`config.mk`:
```
export PLATFORM = sky130hd
export DESIGN_NAME = sfdp_flash_parameter_decoder
export DESIGN_NICKNAME = d
export VERILOG_FILES = /design/src/sfdp_pkg.sv /design/src/sfdp_erase_lane.sv /design/src/sfdp_geom_decode.sv /design/src/sfdp_merge.sv /design/src/sfdp_flash_parameter_decoder.sv
export SDC_FILE = /design/constraint.sdc
export NUM_CORES = 1
export LEC_CHECK = 0
export BUFFER_PORTS_ARGS = -buffer_cell sky130_fd_sc_hd__buf_2
export CAP_MARGIN = 20
export CORE_UTILIZATION = 45
export CTS_CLUSTER_DIAMETER = 100
export DETAILED_ROUTE_END_ITERATION = 8
export MAX_ROUTING_LAYER = met4
export PLACE_DENSITY = 0.72
export RECOVER_POWER = 25
export SETUP_SLACK_MARGIN = 0.4
export SLEW_MARGIN = 10
export SYNTH_ARGS = -nofsm -noshare
export SYNTH_HDL_FRONTEND = slang
export SYNTH_SLANG_ARGS = --single-unit
```
`constraint.sdc`:
```
create_clock -name clk -period 19.25 [get_ports clk]
set_clock_uncertainty 0.1 [all_clocks]
set_input_delay 1.925 -clock clk [delete_from_list [all_inputs] [get_ports clk]]
set_output_delay 1.925 -clock clk [all_outputs]
set_load 0.02 [all_outputs]
```
`src/sfdp_pkg.sv`:
```
// shared types and constants for the sfdp basic table decoder
`default_nettype none
package sfdp_pkg;

	localparam int NUM_LANES = 4;
	localparam int NUM_SLOTS = 4;

	// erase size exponents for the four known erase sizes
	localparam logic [7:0] EXP_4K   = 8'd12;
	localparam logic [7:0] EXP_32K  = 8'd15;
	localparam logic [7:0] EXP_64K  = 8'd16;
	localparam logic [7:0] EXP_256K = 8'd18;

	// slot indexes into the erase opcode set
	localparam int SLOT_SMALL = 0;
	localparam int SLOT_MID   = 1;
	localparam int SLOT_LARGE = 2;
	localparam int SLOT_HUGE  = 3;

	localparam logic [18:0] BLK_4K   = 19'd4096;
	localparam logic [18:0] BLK_32K  = 19'd32768;
	localparam logic [18:0] BLK_64K  = 19'd65536;
	localparam logic [18:0] BLK_256K = 19'd262144;

	localparam logic [31:0] FOUR_BYTE_LIMIT = 32'd16777216;
	localparam logic [1:0]  ADDR_MODE_4B_ONLY = 2'b10;
	localparam logic [1:0]  ERASE_4K_SUPPORTED = 2'b01;
	localparam logic [2:0]  ADDR_3B = 3'd3;
	localparam logic [2:0]  ADDR_4B = 3'd4;
	localparam logic [7:0]  REV_MAJOR_ONE = 8'd1;
	localparam logic [7:0]  REV_MINOR_PAGE = 8'd5;
	localparam logic [15:0] WBUF_64 = 16'd64;
	localparam logic [15:0] WBUF_1  = 16'd1;
	localparam logic [30:0] EXP_MIN = 31'd3;
	localparam logic [30:0] EXP_MAX = 31'd34;

	typedef struct packed {
		logic [31:0] dword_one;
		logic [31:0] dword_two;
		logic [31:0] dword_eight;
		logic [31:0] dword_nine;
		logic [31:0] dword_eleven;
		logic [7:0]  rev_major;
		logic [7:0]  rev_minor;
	} sfdp_in_t;

	typedef struct packed {
		logic [31:0] capacity_bytes;
		logic        capacity_clipped;
		logic [2:0]  address_bytes;
		logic [7:0]  erase_small_opcode;
		logic [7:0]  erase_mid_opcode;
		logic [7:0]  erase_large_opcode;
		logic [7:0]  erase_huge_opcode;
		logic [18:0] block_size;
		logic [15:0] page_bytes;
	} sfdp_out_t;

	// what one erase-type lane found: which size slot it targets and its opcode
	typedef struct packed {
		logic [NUM_SLOTS-1:0] hit;
		logic [7:0]           opcode;
	} lane_t;

	// capacity, address length and page size
	typedef struct packed {
		logic [31:0] capacity;
		logic        clipped;
		logic [2:0]  addr_bytes;
		logic [15:0] wg;
	} geom_t;

endpackage
`default_nettype wire

```
`src/sfdp_erase_lane.sv`:
```
// one erase-type entry: size exponent to slot select
`default_nettype none
module sfdp_erase_lane
	import sfdp_pkg::*;
(
	input  wire logic [15:0] entry,
	output lane_t            result
);

	always_comb begin
		result.hit = '0;
		result.opcode = entry[15:8];
		case (entry[7:0])
			EXP_4K:   result.hit[SLOT_SMALL] = 1'b1;
			EXP_32K:  result.hit[SLOT_MID]   = 1'b1;
			EXP_64K:  result.hit[SLOT_LARGE] = 1'b1;
			EXP_256K: result.hit[SLOT_HUGE]  = 1'b1;
			default:  result.hit = '0;
		endcase
	end

endmodule
`default_nettype wire

```
`src/sfdp_geom_decode.sv`:
```
// capacity, address length and page size decode
`default_nettype none
module sfdp_geom_decode
	import sfdp_pkg::*;
(
	input  wire sfdp_in_t din,
	output geom_t         geom
);

	logic [30:0] n;
	logic [4:0]  shamt;

	assign n = din.dword_two[30:0];
	assign shamt = 5'(n - EXP_MIN);

	always_comb begin
		geom.clipped = 1'b0;
		if (din.dword_two[31]) begin
			if (n < EXP_MIN) begin
				geom.capacity = '0;
				geom.clipped = 1'b1;
			end else if (n > EXP_MAX) begin
				geom.capacity = '1;
				geom.clipped = 1'b1;
			end else begin
				geom.capacity = 32'd1 << shamt;
			end
		end else begin
			// bit 31 clear, so the increment cannot wrap
			geom.capacity = ({1'b0, din.dword_two[30:0]} + 32'd1) >> 3;
		end

		if (geom.capacity <= FOUR_BYTE_LIMIT && din.dword_one[18:17] != ADDR_MODE_4B_ONLY)
			geom.addr_bytes = ADDR_3B;
		else
			geom.addr_bytes = ADDR_4B;

		if (din.rev_major == REV_MAJOR_ONE && din.rev_minor < REV_MINOR_PAGE)
			geom.wg = din.dword_one[2] ? WBUF_64 : WBUF_1;
		else if (din.rev_major == REV_MAJOR_ONE)
			geom.wg = 16'd1 << din.dword_eleven[7:4];
		else
			geom.wg = '0;
	end

endmodule
`default_nettype wire

```
`src/sfdp_merge.sv`:
```
// combines the erase lanes in table order and picks the block size
`default_nettype none
module sfdp_merge
	import sfdp_pkg::*;
(
	input  wire logic [7:0] small_op,
	input  wire lane_t      lanes [NUM_LANES],
	output logic [7:0]      ops [NUM_SLOTS],
	output logic [18:0]     block_size
);

	always_comb begin
		for (int s = 0; s < NUM_SLOTS; s++) begin
			ops[s] = '0;
		end
		ops[SLOT_SMALL] = small_op;
		// later lanes override earlier ones, even with a zero opcode
		for (int l = 0; l < NUM_LANES; l++) begin
			for (int s = 0; s < NUM_SLOTS; s++) begin
				if (lanes[l].hit[s])
					ops[s] = lanes[l].opcode;
			end
		end

		if (ops[SLOT_SMALL] != '0)
			block_size = BLK_4K;
		else if (ops[SLOT_MID] != '0)
			block_size = BLK_32K;
		else if (ops[SLOT_LARGE] != '0)
			block_size = BLK_64K;
		else if (ops[SLOT_HUGE] != '0)
			block_size = BLK_256K;
		else
			block_size = '0;
	end

endmodule
`default_nettype wire

```
`src/sfdp_flash_parameter_decoder.sv`:
```
// top level: sfdp basic parameter table decoder, two-stage pipeline
//
//  channel | direction | payload     | handshake
//  --------+-----------+-------------+---------------------
//  in      | input     | sfdp_in_t   | in_valid / in_stall
//  out     | output    | sfdp_out_t  | out_valid / out_stall
//
// one beat in gives one beat out, through the stage-one and output registers
// a new beat is taken every cycle while in_stall is low; the two pipeline registers set the latency
// arst_n clears both valid flags; payload registers are not reset
// out_stall holds the output register and backs up through stage one,
// in_stall rises only when both stages hold a beat and the output is stalled
`default_nettype none
module sfdp_flash_parameter_decoder
	import sfdp_pkg::*;
(
	input  wire logic      clk,
	input  wire logic      arst_n,
	input  wire logic      in_valid,
	output logic           in_stall,
	input  wire sfdp_in_t  in_data,
	output logic           out_valid,
	input  wire logic      out_stall,
	output sfdp_out_t      out_data
);

	// stage one: parallel decode of the four erase-type entries plus geometry
	lane_t      lane_res [NUM_LANES];
	logic [15:0] entries [NUM_LANES];
	geom_t      geom;

	assign entries[0] = in_data.dword_eight[15:0];
	assign entries[1] = in_data.dword_eight[31:16];
	assign entries[2] = in_data.dword_nine[15:0];
	assign entries[3] = in_data.dword_nine[31:16];

	for (genvar g = 0; g < NUM_LANES; g++) begin : g_lane
		sfdp_erase_lane u_lane (
			.entry  (entries[g]),
			.result (lane_res[g])
		);
	end

	sfdp_geom_decode u_geom (
		.din  (in_data),
		.geom (geom)
	);

	// handshake: each stage moves when the one after it can take a beat
	logic adv_s2;
	logic adv_s1;
	logic valid_s1;

	assign adv_s2 = !out_valid || !out_stall;
	assign adv_s1 = !valid_s1 || adv_s2;
	assign in_stall = !adv_s1;

	lane_t      lanes_s1 [NUM_LANES];
	geom_t      geom_s1;
	logic [7:0] small_op_s1;

	always_ff @(posedge clk or negedge arst_n) begin
		if (!arst_n) begin
			valid_s1 <= 1'b0;
		end else if (adv_s1) begin
			valid_s1 <= in_valid;
		end
	end

	always_ff @(posedge clk) begin
		if (adv_s1 && in_valid) begin
			lanes_s1 <= lane_res;
			geom_s1 <= geom;
			// dword 1 names the 4 KiB opcode only when 4 KiB erase is supported
			small_op_s1 <= (in_data.dword_one[1:0] == ERASE_4K_SUPPORTED) ?
				in_data.dword_one[15:8] : 8'd0;
		end
	end

	// stage two: merge lanes in table order, then the output register
	logic [7:0]  ops [NUM_SLOTS];
	logic [18:0] blk;

	sfdp_merge u_merge (
		.small_op   (small_op_s1),
		.lanes      (lanes_s1),
		.ops        (ops),
		.block_size (blk)
	);

	always_ff @(posedge clk or negedge arst_n) begin
		if (!arst_n) begin
			out_valid <= 1'b0;
		end else if (adv_s2) begin
			out_valid <= valid_s1;
		end
	end

	always_ff @(posedge clk) begin
		if (adv_s2 && valid_s1) begin
			out_data.capacity_bytes     <= geom_s1.capacity;
			out_data.capacity_clipped   <= geom_s1.clipped;
			out_data.address_bytes      <= geom_s1.addr_bytes;
			out_data.erase_small_opcode <= ops[SLOT_SMALL];
			out_data.erase_mid_opcode   <= ops[SLOT_MID];
			out_data.erase_large_opcode <= ops[SLOT_LARGE];
			out_data.erase_huge_opcode  <= ops[SLOT_HUGE];
			out_data.block_size         <= blk;
			out_data.page_bytes         <= geom_s1.wg;
		end
	end

endmodule
`default_nettype wire

```
==> impl_metrics.json, run 1 <==
{
  "p_leak_nw": 4.021,
  "max_clock_freq_mhz": 194.9,
  "drc_errors": 0,
  "synth-async-reset-ratio_pct": 1.020,
  "r2r_start": "lanes_s1[33]",
  "fin_cells": 1256,
  "multi_input_area_um2": 3032,
  "overflow": 0,
  "clk_latency_ns": 0.42,
  "yosysTopAreaCell": "edfxtp_1",
  "wl_met1_um": 9144,
  "postCtsSetupBuffers": 0,
  "ys_top_cells_by_area": "edfxtp_1 64%, a21oi_1 4.9%, nand2_1 3.6%, o21ai_0 3.1%, nand3b_1 2.1%",
  "rrSetupSlack_ns": 16.23,
  "ys_types": 60,
  "drtIter0Drc": 552,
  "max_stage_delay_ns": 0.68,
  "place_ws_ns": 13.71,
  "outcome": "finished clean",
  "cp_common_cell": "o21ai_0",
  "die_w_um": 144.8,
  "final_cell_mix": "208 x buf_2, 194 x edfxtp_1, 90 x a21oi_1, 87 x nand2_1, 56 x o21ai_0",
  "pwr_density_cell_nw_per_um2": 88.58,
  "ir_drop_uv": 57.99,
  "yosysSeqAreaShare_pct": 64.07,
  "grt_max_degree": 88,
  "htreeDepth": 4,
  "tns_ns": 0,
  "hp-class": "reg2reg",
  "grt_usage_pct": 20.66,
  "clkTransAtPathRegs_ns": 0.07,
  "hold_start": "geom_s1[9]",
  "avgRoutedWirePerCell_um": 16.48,
  "syn_area_um2": 9171,
  "topRoutingLayerUsed": "met4",
  "rsz0062_at_grt": "false",
  "avgSynthCellArea_um2": 11.82,
  "hold_viol": 0,
  "synth_top_area_share_pct": 63.52,
  "fin_nets": 1156,
  "r2r_cells": 7,
  "wirelength_um": 20700,
  "antenna_found_initial": 2,
  "cts_resized": 0,
  "drtPass1Iterations": 5,
  "relSlewSlack_pct": 43.57,
  "rows": 51,
  "initial_utilization_pct": 46.51,
  "cts_sinks": 196,
  "die-area_um2": 20960,
  "grt_pass1_wl_um": 31620,
  "crit_type": "in2reg",
  "die_h_um": 144.8,
  "synth_edf_count": 194,
  "routed-wl-met2_um": 10030,
  "postRouteAntennaNets": 0,
  "grt_pass1_vias": 5941,
  "ys_ff_latch": 196,
  "fp.coreArea_um2": 19720,
  "worst_slew_pin_slew_ns": 0.8395,
  "final_common_cell": "buf_2",
  "viasPerCell": 5.314,
  "start_kind": "input pin",
  "maxCapViolations": 0,
  "nFillCells": 1693,
  "seq_area_um2": 5876,
  "ctsLongestPathBuffers": 2,
  "ys.warnings.count": 0,
  "fin_crit_ns": 5.132,
  "synthCells": 776,
  "crit_path_top_delay_cell": "clkinv_1",
  "drive_gt1_share_pct": 25.58,
  "dp_cells": 1221,
  "reg2reg_to": "out_data[34]",
  "finalSetupViolations": 0,
  "port_buffers": 222,
  "yosys_most_used_dff": "edfxtp_1",
  "syn_to_final_growth_pct": 19.80,
  "pin_count": 285,
  "path_cells": "buf_2 > clkinv_1 > o21ai_0 > o21ai_0 > or4_1 > nor4_1 > a41oi_1 > or4b_1",
  "endpoint_kind": "flip-flop",
  "root_buffer": "clkbuf_16",
  "path_max_fanout": 39,
  "cts_tree": "built",
  "vias": 6674,
  "route.met3.wl_um": 1250,
  "layout_setup_ws_ns": 14.12,
  "gp_congestion": 0.8867,
  "finalMaxSlewViolations": 0,
  "cp.required_ns": 19.32,
  "numCtsBuffers": 17,
  "worstPathArrival_ns": 5.20,
  "hold_path_end": "out_data[9]",
  "min_path_cells": 0,
  "period_share_pct": 26.66,
  "holdBufCountCts": 0,
  "hpwl_um": 14930
}
## metrics by stage
stage          power (mW)  util, %  instance area [um^2]  hold slack (ns)
2_1_floorplan      0.5993        -                  9224           0.3003
3_3_place_gp       0.6381    52.78                 10410           0.3031
3_5_place_dp       0.6402    52.78                 10410           0.3045
4_1_cts            0.9804    55.68                 10980           0.3191
5_1_grt             1.013    55.72                 10990           0.3256
6_report           0.9733    55.72                 10990           0.3170
## state kept, by name (all words and copies together) (netlist names)
name and cells:
out_data 87, lanes_s1 48, geom_s1 51, valid_s1 1, out_valid 1, small_op_s1 8
## per-layer routing
metal / vias to the layer above / GRT usage, %
met4: 0 / 6.094
met2: 255 / 32.49
li1: 3301 / -
met5: - / -
met3: 17 / 4.245
met1: 3101 / 27.03
## logic make-up after synthesis
family | count (synthesis) | share of synthesized area (%)
and+or+nand+nor | 286 | 16.96
DFF | 196 | 64.07
AOI/OAI and AO/OA | 186 | 11.41
buffers and inverters | 68 | 3.602
xor gates and xnor gates | 24 | 2.292
muxes | 14 | 1.528
adders and majority gates | 1 | 0.1091
other | 1 | 0.04089
## cell usage after synthesis, drive strengths merged (3+ instances only)
| library cell | count |
|---|---|
| nor4b | 3 |
| o22ai | 9 |
| nand4 | 7 |
| a21oi | 90 |
| mux2i | 14 |
| o21ai | 56 |
| and3 | 10 |
| nand2 | 87 |
| nand2b | 5 |
| nor3 | 26 |
| xor2 | 7 |
| inv | 8 |
| nor2 | 34 |
| clkbuf | 33 |
| or2 | 3 |
| or4 | 3 |
| xnor2 | 17 |
| and4 | 5 |
| a21o | 4 |
| nor3b | 13 |
| and4b | 5 |
| buf | 26 |
| nand3b | 26 |
| edfxtp | 194 |
| nor4 | 18 |
| nand3 | 20 |
| and2 | 13 |
| nor2b | 6 |
## worst max-delay path by stage
stage | start | to
floorplan | out_stall | out_data[0]
CTS | in_data[143] | geom_s1[18]
finish | in_data[143] | geom_s1[18]
global route | in_data[143] | geom_s1[18]
global placement | in_data[143] | geom_s1[18]
detailed placement | in_data[143] | geom_s1[18]
## critical path, delay by kind of cell
| family | cells | cell delay (ns) |
|---|---|---|
| simple gates | 3 | 1.37 |
| buf+inv | 2 | 1.19 |
| compound gates | 3 | 0.71 |
## power breakdown
part,internal [mW],leakage [nW],switching (mW)
Combinational,0.0375,1.86,0.0737
Sequential,0.504,1.88,0.0162
Clock,0.182,0.279,0.160
## final cells by class
class	count	area share, %
flip-flops and latches	196	53.48
clock inverters	15	1.344
repair buffers	226	10.34
multi-input cells	526	27.59
clock buffers	17	3.872
inverters	9	0.3075
well taps	265	3.018
diodes	2	0.04555
Note: power is estimated with default switching activity, not from simulation.
==> inputs of run 2 (changes only) <==
==> constraint.sdc (replaced) <==
create_clock -name clk -period 5 [get_ports clk]
set_clock_uncertainty 0.1 [all_clocks]
set_input_delay 0.5 -clock clk [delete_from_list [all_inputs] [get_ports clk]]
set_output_delay 0.5 -clock clk [all_outputs]
set_load 0.02 [all_outputs]
==> run 2 against run 1 <==
  * The run now ends with max-capacitance violations, max-slew violations left
  * First-iteration DRC count fell by 16%
  * Clock-buffer cell count did not move
  * Highest routed layer unchanged
  * Flip-flop and latch count stayed put
  * Sequential share of layout area fell by 0.054 points
  * Register-to-register slack got worse by 15 ns
  * Die area is the same
  * Cell area rose by 0.10%
  * Combinational power rose to 3.9 times the previous value
  * Critical path depth grew 1
  * Routed wire length shrank 1.3%
  * Power grew to 3.8 times the previous value
==> impl_metrics.json, run 2 (synthesis results as in run 1) <==
{
  "cp.depth": 9,
  "endpoint": "geom_s1[18]",
  "violations": "max-capacitance violations, max-slew violations",
  "largest_reg_flops": 87,
  "port_buffers": 222,
  "viasPerCell": 5.321,
  "outcome": "complete, but fails checks",
  "final_common_cell": "buf_2",
  "critPathTopFamily": "simple AND/OR/NAND/NOR gates",
  "drc_errors": 0,
  "numCtsBuffers": 17,
  "fin_crit_ns": 3.408,
  "finalSetupViolations": 0,
  "root_buffer": "clkbuf_16",
  "r2r_start": "out_valid",
  "wirelength_um": 20420,
  "cts_sinks": 196,
  "hp-class": "in2reg",
  "relSlewSlack_pct": -92.14,
  "gp_congestion": 0.9354,
  "tns_ns": 0,
  "top_regs": "out_data (87), geom_s1 (51), lanes_s1 (48)",
  "hold_viol": 0,
  "postRouteAntennaNets": 0,
  "rows": 51,
  "clk_latency_ns": 0.43,
  "die-area_um2": 20960,
  "drtIter0Drc": 464,
  "endpoint_kind": "flip-flop",
  "worst_slew_pin_slew_ns": 2.857,
  "grt_usage_pct": 20.04,
  "power_frac_clock_pct": 34.1,
  "cts_resized": 0,
  "drtPass1Iterations": 5,
  "period_share_pct": 68.16,
  "grt_max_degree": 78,
  "power_frac_comb_pct": 11.7,
  "hpwl_um": 14980,
  "worstPathArrival_ns": 3.48,
  "maxCapViolations": 1,
  "cts_tree": "built",
  "htreeDepth": 4,
  "fin_cells": 1259,
  "switchingPower_uw": 955.4,
  "fp.coreArea_um2": 19720,
  "internal-power_mw": 2.741,
  "critPathBufInv": 1,
  "reg2reg_to": "out_data[53]",
  "die_w_um": 144.8,
  "initial_utilization_pct": 46.51,
  "timing.hold.ws_ns": 0.1471,
  "final_cell_mix": "212 x buf_2, 194 x edfxtp_1, 90 x a21oi_1, 87 x nand2_1, 56 x o21ai_0",
  "r2r_cells": 2,
  "grt_pass1_wl_um": 30460,
  "drive_gt1_share_pct": 25.93,
  "ir_drop_uv": 217.7,
  "path_max_fanout": 18,
  "swShare_pct": 25.85,
  "rsz0062_at_grt": "false",
  "vias": 6699,
  "rrSetupSlack_ns": 1.67,
  "avgRoutedWirePerCell_um": 16.22,
  "antenna_found_initial": 2,
  "syn_to_final_growth_pct": 19.92,
  "fin_nets": 1158,
  "ctsLongestPathBuffers": 2,
  "p_leak_nw": 4.023,
  "pin_count": 285,
  "die_h_um": 144.8,
  "max_clock_freq_mhz": 293.4,
  "finalMaxSlewViolations": 15,
  "pwr_density_cell_nw_per_um2": 336.1,
  "path_cells": "buf_2 > nand4_1 > nor4_2 > nand4_1 > xor2_1 > a21bo_2 > o31ai_1 > a41oi_1 > or4b_1",
  "crit_type": "in2reg",
  "start_kind": "input pin",
  "cp_common_cell": "nand4_1",
  "largest_register": "out_data",
  "dp_cells": 1223,
  "clkTransAtPathRegs_ns": 0.07,
  "cp.required_ns": 5.07,
  "max_stage_delay_ns": 0.70,
  "seq_power_share_pct": 54.2,
  "overflow": 0,
  "crit_start": "in_data[114]",
  "crit_path_top_delay_cell": "nor4_2",
  "grt_pass1_vias": 5832
}
## run 2: cell count changes in the layout (fill, tap and decap cells not counted), moves of 4 or more
cell,delta
and2_0,+6
and2_1,-6
buf_2,+4
clkbuf_1,-4
## run 2: cell type report
| type | instances | area [um^2] |
|---|---|---|
| antenna | 3 | 7.507 |
| clock buffer | 17 | 425.4 |
| clock inverter | 15 | 125.1 |
| fill | 1653 | 8720 |
| inverter | 9 | 33.78 |
| multi-input combinational | 526 | 3020 |
| sequential | 196 | 5876 |
| tap | 265 | 331.6 |
| timing repair buffer | 228 | 1179 |
## run 2: how the worst min path moves through the flow
stage               cells after the start         start  slack (ns)            to
floorplan                               0        arst_n        0.10     out_valid
global placement                        1        arst_n        0.19      valid_s1
detailed placement                      1        arst_n        0.19     out_valid
CTS                                     1   in_data[58]        0.13  lanes_s1[14]
global route                            1  in_data[105]        0.13  lanes_s1[25]
finish                                  1   in_data[75]        0.15   lanes_s1[3]
## run 2: routing by layer
layer  share of wire, %  up-vias  global-route usage, %
met5                  0        -                      -
met4                2.2        0                  8.421
met3                5.7       30                  2.731
met2                 48      262                  31.71
met1                 44     3098                  26.02
li1                   -     3309                      -
## run 2: what timing repair did
item	CTS	global route
buffers inserted	0	0
hold endpoints to repair	2	0
hold buffers	1	0
## run 2: worst reg2reg max path: cells and delay by family, from the launching register on
kind,cells,cell delay (ns)
buffers and inverters,1,0.34
AO/OA/AOI/OAI,1,2.13
flip-flops,1,0.40
## run 2: through the flow
step | cell area [um^2] | setup WS, ns | power [mW] | util, %
floorplan | 9228 | 1.305 | 2.298 | -
global placement | 10430 | 1.220 | 2.459 | 52.88
detailed placement | 10450 | 1.169 | 2.471 | 53.02
CTS | 11010 | 1.626 | 3.726 | 55.86
global route | 11000 | 1.372 | 3.833 | 55.77
finish | 11000 | 1.592 | 3.696 | 55.78
## run 2: power groups by stage
stage	Clock (mW)	Combinational, mW	Sequential [mW]
6_report	1.26	0.434	2.00
5_1_grt	1.34	0.475	2.02
4_1_cts	1.29	0.436	2.00
3_5_place_dp	0	0.433	2.04
3_3_place_gp	0	0.423	2.04
2_1_floorplan	0	0.205	2.09
